`config.mk`:
```
export PLATFORM = sky130hd
export DESIGN_NAME = trapezoid_profile_generator_flat
export DESIGN_NICKNAME = d
export VERILOG_FILES = /design/src/hdl/tpg_pkg.sv /design/src/hdl/tpg_if.sv /design/src/hdl/tpg_div.sv /design/src/hdl/tpg_mul.sv /design/src/hdl/trapezoid_profile_generator.sv /design/src/flat_wrapper.sv
export SDC_FILE = /design/constraint.sdc
export NUM_CORES = 1
export LEC_CHECK = 0
export ABC_CLOCK_PERIOD_IN_PS = 6100
export BUFFER_PORTS_ARGS = -buffer_cell sky130_fd_sc_hd__buf_2
export CELL_PAD_IN_SITES_DETAIL_PLACEMENT = 0
export CELL_PAD_IN_SITES_GLOBAL_PLACEMENT = 1
export CORE_UTILIZATION = 40
export DETAILED_ROUTE_END_ITERATION = 10
export PLACE_DENSITY = 0.68
export SETUP_SLACK_MARGIN = 0.5
export SLEW_MARGIN = 20
export SYNTH_ARGS = -nofsm -noshare
export SYNTH_HDL_FRONTEND = slang
export SYNTH_SLANG_ARGS = --single-unit
```
`constraint.sdc`:
```
create_clock -name clk_i -period 6.1 [get_ports clk_i]
set_input_delay 0.61 -clock clk_i [delete_from_list [all_inputs] [get_ports clk_i]]
set_output_delay 0.61 -clock clk_i [all_outputs]
set_load 0.02 [all_outputs]
```
`src/hdl/tpg_pkg.sv`:
```
// Shared widths, register codes and unit request/response types of the profile generator.
package tpg_pkg;

  localparam int DataW      = 16;
  localparam int FinishW    = DataW + 1;
  localparam int AccW       = 32;
  localparam int BrakeNumW  = 26;
  localparam int QuoW       = 16;
  localparam int DivNumW    = 32;
  localparam int DivDenW    = 32;
  localparam int DivCntW    = $clog2(QuoW);
  localparam int McandW     = DataW + 1;
  localparam int McW        = McandW + DataW;
  localparam int ProdW      = AccW + 2;
  localparam int MulCntW    = $clog2(DataW);
  localparam int CfgIdxW    = 2;

  localparam int UnitsPerStep = 2000;
  localparam int MsPerS       = 1000;

  localparam logic [DataW-1:0] TickMsRst  = DataW'(10);
  localparam logic [DataW-1:0] RampMsRst  = DataW'(1000);
  localparam logic [DataW-1:0] CruiseRst  = DataW'(1000);

  localparam logic [CfgIdxW-1:0] CfgTickMs = 2'd0;
  localparam logic [CfgIdxW-1:0] CfgRampMs = 2'd1;
  localparam logic [CfgIdxW-1:0] CfgCruise = 2'd2;

  localparam logic OpStart = 1'b0;
  localparam logic OpTick  = 1'b1;

  typedef struct packed {
    logic               start;
    logic [DivNumW-1:0] num;
    logic [DivDenW-1:0] den;
  } div_req_t;

  typedef struct packed {
    logic            busy;
    logic            done;
    logic [QuoW-1:0] quo;
  } div_rsp_t;

  typedef struct packed {
    logic              start;
    logic [McandW-1:0] mcand;
    logic [DataW-1:0]  mplier;
    logic [AccW-1:0]   addend;
  } mul_req_t;

  typedef struct packed {
    logic             busy;
    logic             done;
    logic [ProdW-1:0] prod;
  } mul_rsp_t;

endpackage

```
`src/hdl/tpg_if.sv`:
```
// Valid/ready channel interfaces: configuration writes, input words and result words.
interface tpg_cfg_if;
  import tpg_pkg::*;
  logic               valid;
  logic               ready;
  logic [CfgIdxW-1:0] index;
  logic [DataW-1:0]   data;
  modport source (output valid, output index, output data, input ready);
  modport sink   (input valid, input index, input data, output ready);
endinterface

interface tpg_in_if;
  import tpg_pkg::*;
  logic             valid;
  logic             ready;
  logic             opcode;
  logic [DataW-1:0] distance;
  modport source (output valid, output opcode, output distance, input ready);
  modport sink   (input valid, input opcode, input distance, output ready);
endinterface

interface tpg_out_if;
  import tpg_pkg::*;
  logic             valid;
  logic             ready;
  logic [DataW-1:0] position;
  logic [DataW-1:0] velocity;
  logic [DataW-1:0] step_count;
  logic             idle;
  modport source (output valid, output position, output velocity, output step_count,
                  output idle, input ready);
  modport sink   (input valid, input position, input velocity, input step_count,
                  input idle, output ready);
endinterface

```
`src/hdl/tpg_div.sv`:
```
// Bit-serial restoring divider, 16 quotient bits, saturating at all ones.
module tpg_div (
  input  logic              clk_i,
  input  logic              rst_ni,
  input  tpg_pkg::div_req_t req_i,
  output tpg_pkg::div_rsp_t rsp_o
);
  import tpg_pkg::*;

  logic                 busy_q;
  logic                 done_q;
  logic [DivCntW-1:0]   cnt_q;
  logic [DivDenW-1:0]   rem_q;
  logic [DivDenW-1:0]   den_q;
  logic [QuoW-1:0]      num_q;
  logic [QuoW-1:0]      quo_q;
  logic [DivDenW:0]     shifted;
  logic [DivDenW+1:0]   diff;
  logic                 qbit;
  logic                 ovf;
  logic [DivDenW-1:0]   rem_d;

  // quotient would not fit in 16 bits, or divisor is zero
  assign ovf = (req_i.den == '0) ||
               (DivDenW'(req_i.num[DivNumW-1:QuoW]) >= req_i.den);

  assign shifted = {rem_q, num_q[QuoW-1]};
  assign diff    = (DivDenW+2)'(shifted) - (DivDenW+2)'(den_q);
  assign qbit    = ~diff[DivDenW+1];
  assign rem_d   = qbit ? diff[DivDenW-1:0] : shifted[DivDenW-1:0];

  always_ff @(posedge clk_i or negedge rst_ni) begin
    if (!rst_ni) begin
      busy_q <= 1'b0;
      done_q <= 1'b0;
      cnt_q  <= '0;
    end else begin
      done_q <= 1'b0;
      if (req_i.start) begin
        cnt_q <= '0;
        if (ovf) begin
          done_q <= 1'b1;
        end else begin
          busy_q <= 1'b1;
        end
      end else if (busy_q) begin
        cnt_q <= cnt_q + 1'b1;
        if (cnt_q == DivCntW'(QuoW - 1)) begin
          busy_q <= 1'b0;
          done_q <= 1'b1;
        end
      end
    end
  end

  always_ff @(posedge clk_i) begin
    if (req_i.start) begin
      rem_q <= DivDenW'(req_i.num[DivNumW-1:QuoW]);
      num_q <= req_i.num[QuoW-1:0];
      den_q <= req_i.den;
      quo_q <= ovf ? '1 : '0;
    end else if (busy_q) begin
      rem_q <= rem_d;
      num_q <= {num_q[QuoW-2:0], 1'b0};
      quo_q <= {quo_q[QuoW-2:0], qbit};
    end
  end

  assign rsp_o.busy = busy_q;
  assign rsp_o.done = done_q;
  assign rsp_o.quo  = quo_q;

endmodule

```
`src/hdl/tpg_mul.sv`:
```
// Bit-serial shift-add multiplier with a preloaded addend.
module tpg_mul (
  input  logic              clk_i,
  input  logic              rst_ni,
  input  tpg_pkg::mul_req_t req_i,
  output tpg_pkg::mul_rsp_t rsp_o
);
  import tpg_pkg::*;

  logic               busy_q;
  logic               done_q;
  logic [MulCntW-1:0] cnt_q;
  logic [ProdW-1:0]   acc_q;
  logic [McW-1:0]     mc_q;
  logic [DataW-1:0]   mp_q;

  always_ff @(posedge clk_i or negedge rst_ni) begin
    if (!rst_ni) begin
      busy_q <= 1'b0;
      done_q <= 1'b0;
      cnt_q  <= '0;
    end else begin
      done_q <= 1'b0;
      if (req_i.start) begin
        busy_q <= 1'b1;
        cnt_q  <= '0;
      end else if (busy_q) begin
        cnt_q <= cnt_q + 1'b1;
        if (cnt_q == MulCntW'(DataW - 1)) begin
          busy_q <= 1'b0;
          done_q <= 1'b1;
        end
      end
    end
  end

  always_ff @(posedge clk_i) begin
    if (req_i.start) begin
      acc_q <= ProdW'(req_i.addend);
      mc_q  <= McW'(req_i.mcand);
      mp_q  <= req_i.mplier;
    end else if (busy_q) begin
      if (mp_q[0]) begin
        acc_q <= acc_q + ProdW'(mc_q);
      end
      mc_q <= {mc_q[McW-2:0], 1'b0};
      mp_q <= {1'b0, mp_q[DataW-1:1]};
    end
  end

  assign rsp_o.busy = busy_q;
  assign rsp_o.done = done_q;
  assign rsp_o.prod = acc_q;

endmodule

```
`src/hdl/trapezoid_profile_generator.sv`:
```
// Trapezoidal speed/position profile generator, top level.
//
//   channel  dir  handshake        payload
//   cfg_i    in   valid / ready    index[1:0], data[15:0]
//   in_i     in   valid / ready    opcode, distance[15:0]
//   out_o    out  valid / ready    position, velocity, step_count, idle
//
// A start word runs three 16-step serial divisions and one 16-step serial multiply,
// back to back on the shared divider and multiplier.
// A tick word runs one serial multiply-accumulate and one division by 2000; a tick
// that finishes the move skips both and goes straight to the emit.
// Reset clears the move state and loads the register defaults; no clearing pass.
// in_i is ready whenever no word is in work; a result waiting in the output register
// stalls only the emit of the next result. cfg_i is always ready.
module trapezoid_profile_generator (
  input  logic      clk_i,
  input  logic      rst_ni,
  tpg_cfg_if.sink   cfg_i,
  tpg_in_if.sink    in_i,
  tpg_out_if.source out_o
);
  import tpg_pkg::*;

  localparam logic [3:0] S_IDLE = 4'd0;
  localparam logic [3:0] S_RDIV = 4'd1;
  localparam logic [3:0] S_SDIV = 4'd2;
  localparam logic [3:0] S_BMUL = 4'd3;
  localparam logic [3:0] S_BDIV = 4'd4;
  localparam logic [3:0] S_TICK = 4'd5;
  localparam logic [3:0] S_TMUL = 4'd6;
  localparam logic [3:0] S_PDIV = 4'd7;
  localparam logic [3:0] S_EMIT = 4'd8;

  logic [3:0]         state_q, state_d;
  logic [DataW-1:0]   tick_ms_q, ramp_ms_q, cruise_q;
  logic [DataW-1:0]   tick_q, ramp_q, brake_q, step_q, speed_q, target_q, latch_q;
  logic [DataW-1:0]   res_pos_q;
  logic [FinishW-1:0] finish_q;
  logic [AccW-1:0]    acc_q;
  logic               idle_q;

  logic               out_valid_q;
  logic [DataW-1:0]   out_pos_q, out_vel_q, out_cnt_q;
  logic               out_idle_q;

  div_req_t           div_req;
  div_rsp_t           div_rsp;
  mul_req_t           mul_req;
  mul_rsp_t           mul_rsp;

  logic               in_accept;
  logic               emit_ok;
  logic [DataW-1:0]   tick_next;
  logic [DataW-1:0]   speed_tick;
  logic               tick_done;
  logic [DataW-1:0]   ramp_sel;
  logic [McandW-1:0]  speed_sum;
  logic [AccW-1:0]    acc_sat;
  logic [BrakeNumW-1:0] brake_num;

  tpg_div u_div (
    .clk_i  (clk_i),
    .rst_ni (rst_ni),
    .req_i  (div_req),
    .rsp_o  (div_rsp)
  );

  tpg_mul u_mul (
    .clk_i  (clk_i),
    .rst_ni (rst_ni),
    .req_i  (mul_req),
    .rsp_o  (mul_rsp)
  );

  assign cfg_i.ready = 1'b1;
  assign in_i.ready  = (state_q == S_IDLE);
  assign in_accept   = in_i.valid & in_i.ready;
  assign emit_ok     = (state_q == S_EMIT) && (!out_valid_q || out_o.ready);

  // tick rules
  assign tick_next = (tick_q != '1) ? tick_q + 1'b1 : tick_q;

  always_comb begin
    tick_done = 1'b0;
    if (tick_next <= ramp_q) begin
      speed_tick = speed_q + step_q;
    end else if (tick_next <= brake_q) begin
      speed_tick = cruise_q;
    end else if (FinishW'(tick_next) <= finish_q) begin
      speed_tick = (speed_q >= step_q) ? speed_q - step_q : '0;
    end else begin
      speed_tick = '0;
      tick_done  = 1'b1;
    end
  end

  assign ramp_sel  = (div_rsp.quo == '0) ? DataW'(1) : div_rsp.quo;
  assign speed_sum = McandW'(speed_q) + McandW'(speed_tick);
  assign acc_sat   = (mul_rsp.prod[ProdW-1:AccW] != '0) ? '1 : mul_rsp.prod[AccW-1:0];
  assign brake_num = BrakeNumW'(target_q) * BrakeNumW'(MsPerS);

  always_comb begin
    state_d = state_q;
    div_req = '0;
    mul_req = '0;
    case (state_q)
      S_IDLE: begin
        if (in_accept) begin
          if (in_i.opcode == OpStart) begin
            div_req.start = 1'b1;
            div_req.num   = DivNumW'(ramp_ms_q);
            div_req.den   = DivDenW'(tick_ms_q);
            state_d       = S_RDIV;
          end else begin
            state_d = S_TICK;
          end
        end
      end
      S_RDIV: begin
        if (div_rsp.done) begin
          div_req.start = 1'b1;
          div_req.num   = DivNumW'(cruise_q);
          div_req.den   = DivDenW'(ramp_sel);
          state_d       = S_SDIV;
        end
      end
      S_SDIV: begin
        if (div_rsp.done) begin
          mul_req.start  = 1'b1;
          mul_req.mcand  = McandW'(cruise_q);
          mul_req.mplier = tick_ms_q;
          state_d        = S_BMUL;
        end
      end
      S_BMUL: begin
        if (mul_rsp.done) begin
          div_req.start = 1'b1;
          div_req.num   = DivNumW'(brake_num);
          div_req.den   = mul_rsp.prod[DivDenW-1:0];
          state_d       = S_BDIV;
        end
      end
      S_BDIV: begin
        if (div_rsp.done) begin
          state_d = S_EMIT;
        end
      end
      S_TICK: begin
        if (tick_done) begin
          state_d = S_EMIT;
        end else begin
          mul_req.start  = 1'b1;
          mul_req.mcand  = speed_sum;
          mul_req.mplier = latch_q;
          mul_req.addend = acc_q;
          state_d        = S_TMUL;
        end
      end
      S_TMUL: begin
        if (mul_rsp.done) begin
          div_req.start = 1'b1;
          div_req.num   = acc_sat;
          div_req.den   = DivDenW'(UnitsPerStep);
          state_d       = S_PDIV;
        end
      end
      S_PDIV: begin
        if (div_rsp.done) begin
          state_d = S_EMIT;
        end
      end
      S_EMIT: begin
        if (emit_ok) begin
          state_d = S_IDLE;
        end
      end
      default: state_d = S_IDLE;
    endcase
  end

  always_ff @(posedge clk_i or negedge rst_ni) begin
    if (!rst_ni) begin
      state_q   <= S_IDLE;
      tick_ms_q <= TickMsRst;
      ramp_ms_q <= RampMsRst;
      cruise_q  <= CruiseRst;
      tick_q    <= '0;
      ramp_q    <= '0;
      brake_q   <= '0;
      finish_q  <= '0;
      step_q    <= '0;
      speed_q   <= '0;
      acc_q     <= '0;
      target_q  <= '0;
      idle_q    <= 1'b1;
      latch_q   <= TickMsRst;
      res_pos_q <= '0;
    end else begin
      state_q <= state_d;
      if (cfg_i.valid && cfg_i.ready) begin
        case (cfg_i.index)
          CfgTickMs: tick_ms_q <= cfg_i.data;
          CfgRampMs: ramp_ms_q <= cfg_i.data;
          CfgCruise: cruise_q  <= cfg_i.data;
          default: ;
        endcase
      end
      case (state_q)
        S_IDLE: begin
          if (in_accept && (in_i.opcode == OpStart)) begin
            target_q <= in_i.distance;
          end
        end
        S_RDIV: begin
          if (div_rsp.done) begin
            ramp_q <= ramp_sel;
          end
        end
        S_SDIV: begin
          if (div_rsp.done) begin
            step_q <= div_rsp.quo;
          end
        end
        S_BDIV: begin
          if (div_rsp.done) begin
            brake_q   <= div_rsp.quo;
            finish_q  <= FinishW'(div_rsp.quo) + FinishW'(ramp_q);
            tick_q    <= '0;
            speed_q   <= '0;
            acc_q     <= '0;
            idle_q    <= 1'b0;
            latch_q   <= tick_ms_q;
            res_pos_q <= '0;
          end
        end
        S_TICK: begin
          tick_q  <= tick_next;
          speed_q <= speed_tick;
          if (tick_done) begin
            acc_q     <= AccW'(target_q) * AccW'(UnitsPerStep);
            idle_q    <= 1'b1;
            res_pos_q <= target_q;
          end else begin
            idle_q <= 1'b0;
          end
        end
        S_TMUL: begin
          if (mul_rsp.done) begin
            acc_q <= acc_sat;
          end
        end
        S_PDIV: begin
          if (div_rsp.done) begin
            res_pos_q <= div_rsp.quo;
          end
        end
        default: ;
      endcase
    end
  end

  // output register: hold the word until taken
  always_ff @(posedge clk_i or negedge rst_ni) begin
    if (!rst_ni) begin
      out_valid_q <= 1'b0;
    end else if (emit_ok) begin
      out_valid_q <= 1'b1;
    end else if (out_o.ready) begin
      out_valid_q <= 1'b0;
    end
  end

  always_ff @(posedge clk_i) begin
    if (emit_ok) begin
      out_pos_q  <= res_pos_q;
      out_vel_q  <= speed_q;
      out_cnt_q  <= tick_q;
      out_idle_q <= idle_q;
    end
  end

  assign out_o.valid      = out_valid_q;
  assign out_o.position   = out_pos_q;
  assign out_o.velocity   = out_vel_q;
  assign out_o.step_count = out_cnt_q;
  assign out_o.idle       = out_idle_q;

  a_div_start_free: assert property (@(posedge clk_i) disable iff (!rst_ni)
    div_req.start |-> !div_rsp.busy)
    else $error("divider started while busy");

  a_mul_start_free: assert property (@(posedge clk_i) disable iff (!rst_ni)
    mul_req.start |-> !mul_rsp.busy)
    else $error("multiplier started while busy");

  a_idle_at_rest: assert property (@(posedge clk_i) disable iff (!rst_ni)
    idle_q |-> (speed_q == '0))
    else $error("idle with nonzero speed");

  a_ramp_nonzero: assert property (@(posedge clk_i) disable iff (!rst_ni)
    (state_q == S_SDIV) |-> (ramp_q != '0))
    else $error("ramp length zero before speed step division");

endmodule

```
`src/flat_wrapper.sv`:
```
// flat-port wrapper written by rule: the top's interface ports become plain ports
module trapezoid_profile_generator_flat import tpg_pkg::*;
  (clk_i, rst_ni, cfg_i_valid, cfg_i_index, cfg_i_data, cfg_i_ready, in_i_valid, in_i_opcode, in_i_distance, in_i_ready, out_o_valid, out_o_position, out_o_velocity, out_o_step_count, out_o_idle, out_o_ready);
  tpg_cfg_if cfg_i_i ();
  tpg_in_if in_i_i ();
  tpg_out_if out_o_i ();
  input  logic clk_i;
  input  logic rst_ni;
  input wire logic [$bits(cfg_i_i.valid)-1:0] cfg_i_valid;
  input wire logic [$bits(cfg_i_i.index)-1:0] cfg_i_index;
  input wire logic [$bits(cfg_i_i.data)-1:0] cfg_i_data;
  output wire logic [$bits(cfg_i_i.ready)-1:0] cfg_i_ready;
  input wire logic [$bits(in_i_i.valid)-1:0] in_i_valid;
  input wire logic [$bits(in_i_i.opcode)-1:0] in_i_opcode;
  input wire logic [$bits(in_i_i.distance)-1:0] in_i_distance;
  output wire logic [$bits(in_i_i.ready)-1:0] in_i_ready;
  output wire logic [$bits(out_o_i.valid)-1:0] out_o_valid;
  output wire logic [$bits(out_o_i.position)-1:0] out_o_position;
  output wire logic [$bits(out_o_i.velocity)-1:0] out_o_velocity;
  output wire logic [$bits(out_o_i.step_count)-1:0] out_o_step_count;
  output wire logic [$bits(out_o_i.idle)-1:0] out_o_idle;
  input wire logic [$bits(out_o_i.ready)-1:0] out_o_ready;
  assign cfg_i_i.valid = cfg_i_valid;
  assign cfg_i_i.index = cfg_i_index;
  assign cfg_i_i.data = cfg_i_data;
  assign cfg_i_ready = cfg_i_i.ready;
  assign in_i_i.valid = in_i_valid;
  assign in_i_i.opcode = in_i_opcode;
  assign in_i_i.distance = in_i_distance;
  assign in_i_ready = in_i_i.ready;
  assign out_o_valid = out_o_i.valid;
  assign out_o_position = out_o_i.position;
  assign out_o_velocity = out_o_i.velocity;
  assign out_o_step_count = out_o_i.step_count;
  assign out_o_idle = out_o_i.idle;
  assign out_o_i.ready = out_o_ready;
  trapezoid_profile_generator u_core (.clk_i(clk_i), .rst_ni(rst_ni), .cfg_i(cfg_i_i), .in_i(in_i_i), .out_o(out_o_i));
endmodule
```
==> Word level (Yosys, flattened, before mapping) <==
Index checks and enable logic that the tools add are counted.
W data, S select, Z words.
{ "op_classes": {"n_mul": 2, "n_mux": 78, "reduce_logical": 31, "addsub": 9, "n_bitwise": 3, "magnitude_cmp": 5, "eq_ne": 24} }
{ "ops": {"columns": ["cell", "count"], "rows": [
  ["$mux W65", 5],
  ["$mux W16", 18],
  ["$mux W32", 9],
  ["$pmux W65 S4", 1],
  ["$pmux W32 S3", 1],
  ["$pmux W34 S2", 1],
  ["$mux W66", 1],
  ["$pmux W16 S2", 2],
  ["$mux W4", 12],
  ["$pmux W16 S3", 1],
  ["$mul A16 B7 Y23 const B", 2],
  ["$add A16 B16 Y17", 2],
  ["$add A34 B33 Y34", 1],
  ["$mux W17", 2],
  ["$mux W34", 1],
  ["$sub A33 B32 Y34", 1],
  ["$ge A16 B32 Y1", 1],
  ["$le A16 B16 Y1", 2],
  ["$logic_not A32 Y1", 1],
  ["$pmux W4 S8", 1],
  ["$mux W1", 21],
  ["$reduce_and A2 Y1", 10],
  ["$le A16 B17 Y1", 1],
  ["$add A16 B1 Y16 const B", 1],
  ["other kinds (28)", 54]
]} }
{ "totals": {"register_bits": 471, "inputBits": 40, "out_inout_bits": 52} }

==> Longest topological paths before layout <==
{ "logic_depth": {"word_depth": 11, "mapped_depth": 33, "ltp_nobuf": 30} }

==> By module <==
From an unflattened synthesis, not the netlist that was laid out.
{ "unflattened": {"hier_cells": 3200, "hier_area_um2": 31021.0} }
{ "by_module_without_submodules": {"columns": ["module", "seq_area_each_um2", "area_per_inst_um2", "cells_per_inst", "instances"], "rows": [
  ["trapezoid_profile_generator", 7273.2, 19122.1, 2012, 1],
  ["tpg_div", 2872.8, 6374.9, 638, 1],
  ["tpg_mul", 2462.4, 5524.0, 550, 1]
]} }

==> Worst setup path before layout <==
No wires, ideal clock.
{ "synth_timing": {"path_type": "reg-to-reg", "from": "register u_core.tick_q[0]", "to": "register u_core.u_mul.mc_q[16], data pin", "t_required_ps": 5839, "setup_time_ps": 261, "period_less_slack_ps": 6389, "path_slack_ps": -289, "t_arrival_ps": 6128, "stages_incl_launch_ff": 31, "cell_sequence": "dfrtp_1 -> ha_1 -> nand2_1 -> nor4_1 -> and2_1 -> clkbuf_1 -> nand2_1 -> and4_1 -> nand3_1 -> xnor2_1 -> ha_1 -> and3_1 -> a221o_1 -> a221o_1 -> a211oi_2 -> a21o_2 -> buf_6 -> nor4_2 -> buf_6 -> a211o_1 -> a22o_1 -> ha_1 -> nor2b_1 -> o21ai_0 -> a21boi_0 -> o211ai_1 -> a211oi_1 -> o31a_1 -> o21a_1 -> o21ai_0 -> a21oi_1"} }
{ "synth_between": {"elab_chain_cells": 10, "elab_cells_between_ends": 16, "classes_between": "add/sub: 2; order compare: 3; eq/ne: 1; mux: 10"} }
{ "synth_lines": {"columns": ["element", "line", "rtl"], "rows": [
  ["start, declared", "trapezoid_profile_generator.sv:36", "logic [DataW-1:0] tick_q, ramp_q, brake_q, step_q, speed_q, target_q, latch_q;"],
  ["start signal, assigned", "trapezoid_profile_generator.sv:237", "tick_q <= tick_next;"],
  ["$add A16 B1 Y16 or $ne A16 B16 Y1 (tied branches)", "trapezoid_profile_generator.sv:81", "assign tick_next = (tick_q != '1) ? tick_q + 1'b1 : tick_q;"],
  ["$mux W16 *", "trapezoid_profile_generator.sv:81", null],
  ["$le A16 B17 Y1", "trapezoid_profile_generator.sv:89", "end else if (FinishW'(tick_next) <= finish_q) begin"],
  ["$mux W16", "trapezoid_profile_generator.sv:89", null],
  ["$mux W16", "trapezoid_profile_generator.sv:87", "end else if (tick_next <= brake_q) begin"],
  ["$mux W16", "trapezoid_profile_generator.sv:85", "if (tick_next <= ramp_q) begin"],
  ["$add A16 B16 Y17", "trapezoid_profile_generator.sv:98", "assign speed_sum = McandW'(speed_q) + McandW'(speed_tick);"],
  ["$mux W66 *", "trapezoid_profile_generator.sv:149", "if (tick_done) begin"],
  ["$pmux W34 S2 *", "trapezoid_profile_generator.sv:106", "case (state_q)"],
  ["$mux W17 *", "tpg_mul.sv:38", "if (req_i.start) begin"],
  ["end signal, assigned", "tpg_mul.sv:40", "mc_q <= McW'(req_i.mcand);"],
  ["end signal, assigned", "tpg_mul.sv:46", "mc_q <= {mc_q[McW-2:0], 1'b0};"],
  ["end, declared", "tpg_mul.sv:14", "logic [McW-1:0] mc_q;"]
]} }
Mark *: on every way between the ends. The rest lies on a longest branch, timed or not.
A chain may end at the register's enable or synchronous reset.

==> Final worst setup path <==
{ "layout_timing": {"from": "register u_core.tick_q[10]", "to": "register u_core.u_mul.mc_q[16], data pin"} }
The elaborated chain is that of the path after synthesis.

==> key figures <==
Finish
  • ANT cells: 0
  • Layout cells sized above 1: between 10% and 20%
  • Area Growth Syn to Fin: 18.63%
  • Total number of nets in the final design: 3700
  • Post-layout utilization of the core: 48.17%

Floorplan
  • Width of the die: 277.6 µm
  • Area of the die: slightly below 80000 µm²
  • Core Rows: 100
  • Chip Height: approximately 280 µm
  • Floorplan core area: roughly 75000 µm²
  • Initial Util: 40.61%
  • I/O pin count: 92

Yosys
  • Fraction of post-synthesis cell area in the top cell type by area: 19.17%
  • Top cell type by total area after synthesis: sky130_fd_sc_hd__edfxtp_1
  • Fraction of the yosys area taken by sequential cells: around two fifths
  • Post-synthesis cell area: around 30000 µm²
  • Per-instance average area after synthesis: 9.670 µm²
  • Most repeated cell in the gate-level netlist after synthesis: sky130_fd_sc_hd__nand2_1
  • Number of warning messages in the yosys log: 0
  • Distinct cells, synth: slightly above 90
  • Leading post-synthesis cells by instance count: sky130_fd_sc_hd__nand2_1 (365), sky130_fd_sc_hd__inv_1 (258), sky130_fd_sc_hd__ha_1 (247), sky130_fd_sc_hd__dfrtp_1 (226), sky130_fd_sc_hd__nor2_1 (213)
  • Yosys reg bits: 471
  • Syn Nets: ~3500
  • Top FF cell, synth: sky130_fd_sc_hd__dfrtp_1
  • Gate count of the mapped netlist: approximately 3100
  • Number of enable-type register cells in the synthesized netlist: between 150 and 200
  • Top cells by area in the synthesized netlist: sky130_fd_sc_hd__edfxtp_1 (19%), sky130_fd_sc_hd__dfrtp_1 (19%), sky130_fd_sc_hd__ha_1 (10%)
  • Fraction of registers with async set or reset after synthesis: 51.59%

Critical path
  • Library cell contributing the largest single delay on the critical path: sky130_fd_sc_hd__or4_4
  • Worst flop-to-flop path startpoint: u_core.tick_q[10]
  • Worst path buffer plus inverter count: 4
  • Peak fanout along the critical path: 7
  • Reg-to-reg endpoint: u_core.u_mul.mc_q[16]
  • Critical path arrival: ~6400 ps
  • Critical path endpoint category: flip-flop
  • Register-to-Register Setup Slack: 70 ps
  • Critical path class: flip-flop to flip-flop
  • Data required time at the worst endpoint: ~6500 ps
  • Delay contributed by the slowest stage of the critical path: 650 ps
  • Worst Reg2Reg Path Length in Cells: 27
  • Cell seen most often among critical-path stages: sky130_fd_sc_hd__a21o_1
  • Critical path launch point type: flip-flop
  • Cell class contributing the biggest share of worst-path delay: compound AO/OA/AOI/OAI gates

Route
  • Final wirelength: 96550 µm
  • Count of routing violations after the opening detailed-route iteration: 1794
  • Routed vias/inst: approximately 5.7
  • Wire length per cell after detailed routing: roughly 22 µm
  • DR pass1 iterations: 8
  • Number of remaining DRC errors: 0
  • Routed vias: around 25000
  • Antenna violation net count after detailed routing: 0

STA
  • Worst hold-check slack: 192.3 ps
  • FMAX: about 170 MHz
  • Worst-case clock skew: between 20 and 25 ps
  • Transition time at the pin with the least slew margin: 1044 ps
  • Minimum period implied by the final worst setup slack: around 6000 ps
  • Setup Viol. Count Final: 0
  • Unrepaired setup endpoints after global routing: yes
  • Final count of pins violating max slew: 0
  • Hold violation total from the final report: 0
  • Worst slew slack as a fraction of its limit: between 30% and 40%
  • Final worst path period share: roughly 99%

Placed design
  • Sum of net half-perimeters after detailed placement: around 70000 µm
  • Weighted congestion at the end of routability-driven global placement: around 0.94
  • Port buffer count: 90

CTS
  • CTS H-tree depth: 2
  • TritonCTS clock tree: built
  • Number of buffers inserted during clock tree synthesis: 56
  • Sink Count: ~470
  • Root Buffer: sky130_fd_sc_hd__clkbuf_16
  • Post-CTS clock slew at the launch and capture registers of the worst setup and hold paths: roughly 60 ps
  • Number of buffers on the longest clock path: 3
  • Clock latency on the worst-skew pair: approximately 630 ps

Hold path
  • Cell count of the worst hold path: 3
  • Beginning of the worst hold path: in_i_distance[8]
  • HP Class: primary input to flip-flop
  • Worst hold path endpoint: u_core.target_q[8]

GRT
  • Vias in the first global route: about 25000
  • Layer carrying the most global-route usage: met2
  • Total Routing Usage GR: 24.95%
  • Routing usage on met1: between 30% and 40%
  • Met2 routing resource usage after global routing: roughly two fifths
  • Maximum number of pins on one net before global-route repair: between 100 and 150
  • Total global routing overflow: 0
  • Met3 Use GR: between 3 and 4%
  • Initial antenna violation count: 1
  • First-pass GRT wire length: ~150000 µm

Flow run
  • Total of max-cap violations: 0

Status
  • Status: finished, final reports clean
[registers in the layout, indices dropped and copies added, names as in the netlist, 17 cells and up]
register            cells
u_core.u_mul.acc_q     34
u_core.u_mul.mc_q      33
u_core.acc_q           32
u_core.u_div.den_q     32
u_core.u_div.rem_q     32
u_core.finish_q        17
[tightest hold or removal path, delay by kind of cell]
| kind | cells | cell delay, ps |
|---|---|---|
| buffers and inverters | 1 | 70 |
| AOI/OAI and AO/OA | 1 | 60 |
| and+or+nand+nor | 1 | 40 |
[final cells by class]
cell class,instances,area [µm²]
clock buffer,81,1628
clock inverter,25,265.3
fill,7010,38780
inverter,259,979.7
multi-input combinational,2260,17130
sequential,471,12610
tap,969,1212
timing repair buffer,305,2212
[cell families after synthesis]
logic type,after synthesis,synth area share [%]
buffers and inverters,411,5.329
AOI/OAI and AO/OA,863,19.14
adders and majority gates,307,14.13
and+or+nand+nor,878,13.20
DFF,471,41.50
other,1,0.01234
xor gates and xnor gates,119,3.431
muxes,92,3.258
[worst max-delay path by stage]
stage,startpoint,endpoint,cells after the start
final,u_core.tick_q[10],u_core.u_mul.mc_q[16],27
after global routing,u_core.tick_q[10],u_core.u_mul.mc_q[16],30
after CTS,u_core.tick_q[10],u_core.u_mul.mc_q[16],25
after detailed placement,u_core.tick_q[0],u_core.u_mul.mc_q[16],25
after global placement,u_core.tick_q[6],u_core.u_mul.mc_q[16],24
after floorplan,u_core.tick_q[4],u_core.u_mul.mc_q[16],29
[cell usage in the layout, fill, tap and decap left out, types with 34 or more instances in the layout]
| cell | count |
|---|---|
| sky130_fd_sc_hd__xor2_1 | 44 |
| sky130_fd_sc_hd__buf_2 | 89 |
| sky130_fd_sc_hd__a22oi_1 | 56 |
| sky130_fd_sc_hd__nor3_1 | 34 |
| sky130_fd_sc_hd__o21ai_0 | 197 |
| sky130_fd_sc_hd__dfxtp_1 | 34 |
| sky130_fd_sc_hd__o31ai_1 | 37 |
| sky130_fd_sc_hd__nor2_1 | 205 |
| sky130_fd_sc_hd__inv_1 | 243 |
| sky130_fd_sc_hd__buf_4 | 191 |
| sky130_fd_sc_hd__mux2i_1 | 37 |
| sky130_fd_sc_hd__edfxtp_1 | 194 |
| sky130_fd_sc_hd__a21o_1 | 85 |
| sky130_fd_sc_hd__a21oi_1 | 167 |
| sky130_fd_sc_hd__clkbuf_16 | 59 |
| sky130_fd_sc_hd__xnor2_1 | 62 |
| sky130_fd_sc_hd__dfrtp_1 | 225 |
| sky130_fd_sc_hd__mux2_2 | 54 |
| sky130_fd_sc_hd__ha_1 | 222 |
| sky130_fd_sc_hd__nand3_1 | 51 |
| sky130_fd_sc_hd__fa_1 | 56 |
| sky130_fd_sc_hd__nand2_1 | 358 |
[routing by layer]
metal / share of wire, % / wire, µm / up-vias
li1: - / - / 11720
met1: 43 / 41970 / 12410
met2: 47 / 45570 / 650
met3: 5.8 / 5614 / 169
met4: 3.5 / 3390 / 0
met5: 0 / 0 / -
[stage by stage]
step	cells	setup TNS, ps	worst slack [ps]	instance area [µm²]
after floorplan	3142	0	324.3	30530
after global placement	4190	-68.39	-61.03	32700
after detailed placement	4190	-1133	-194.0	32700
after CTS	4340	0	196.2	35530
after global routing	4370	-2398	-214.1	36040
final	4370	0	68.58	36040
[timing repair]
action / CTS / global route
gates cloned: 0 / 1
gates resized for setup: 114 / 52
endpoints found under the setup margin: 32 / 33
hold buffers: 1 / 0
setup buffers: 43 / 28
endpoints found under the hold margin: 47 / 0
pin swaps: 88 / 50
Power is not shown: default switching activity piles up to over one toggle a cycle in this logic, so the estimate is an artifact.
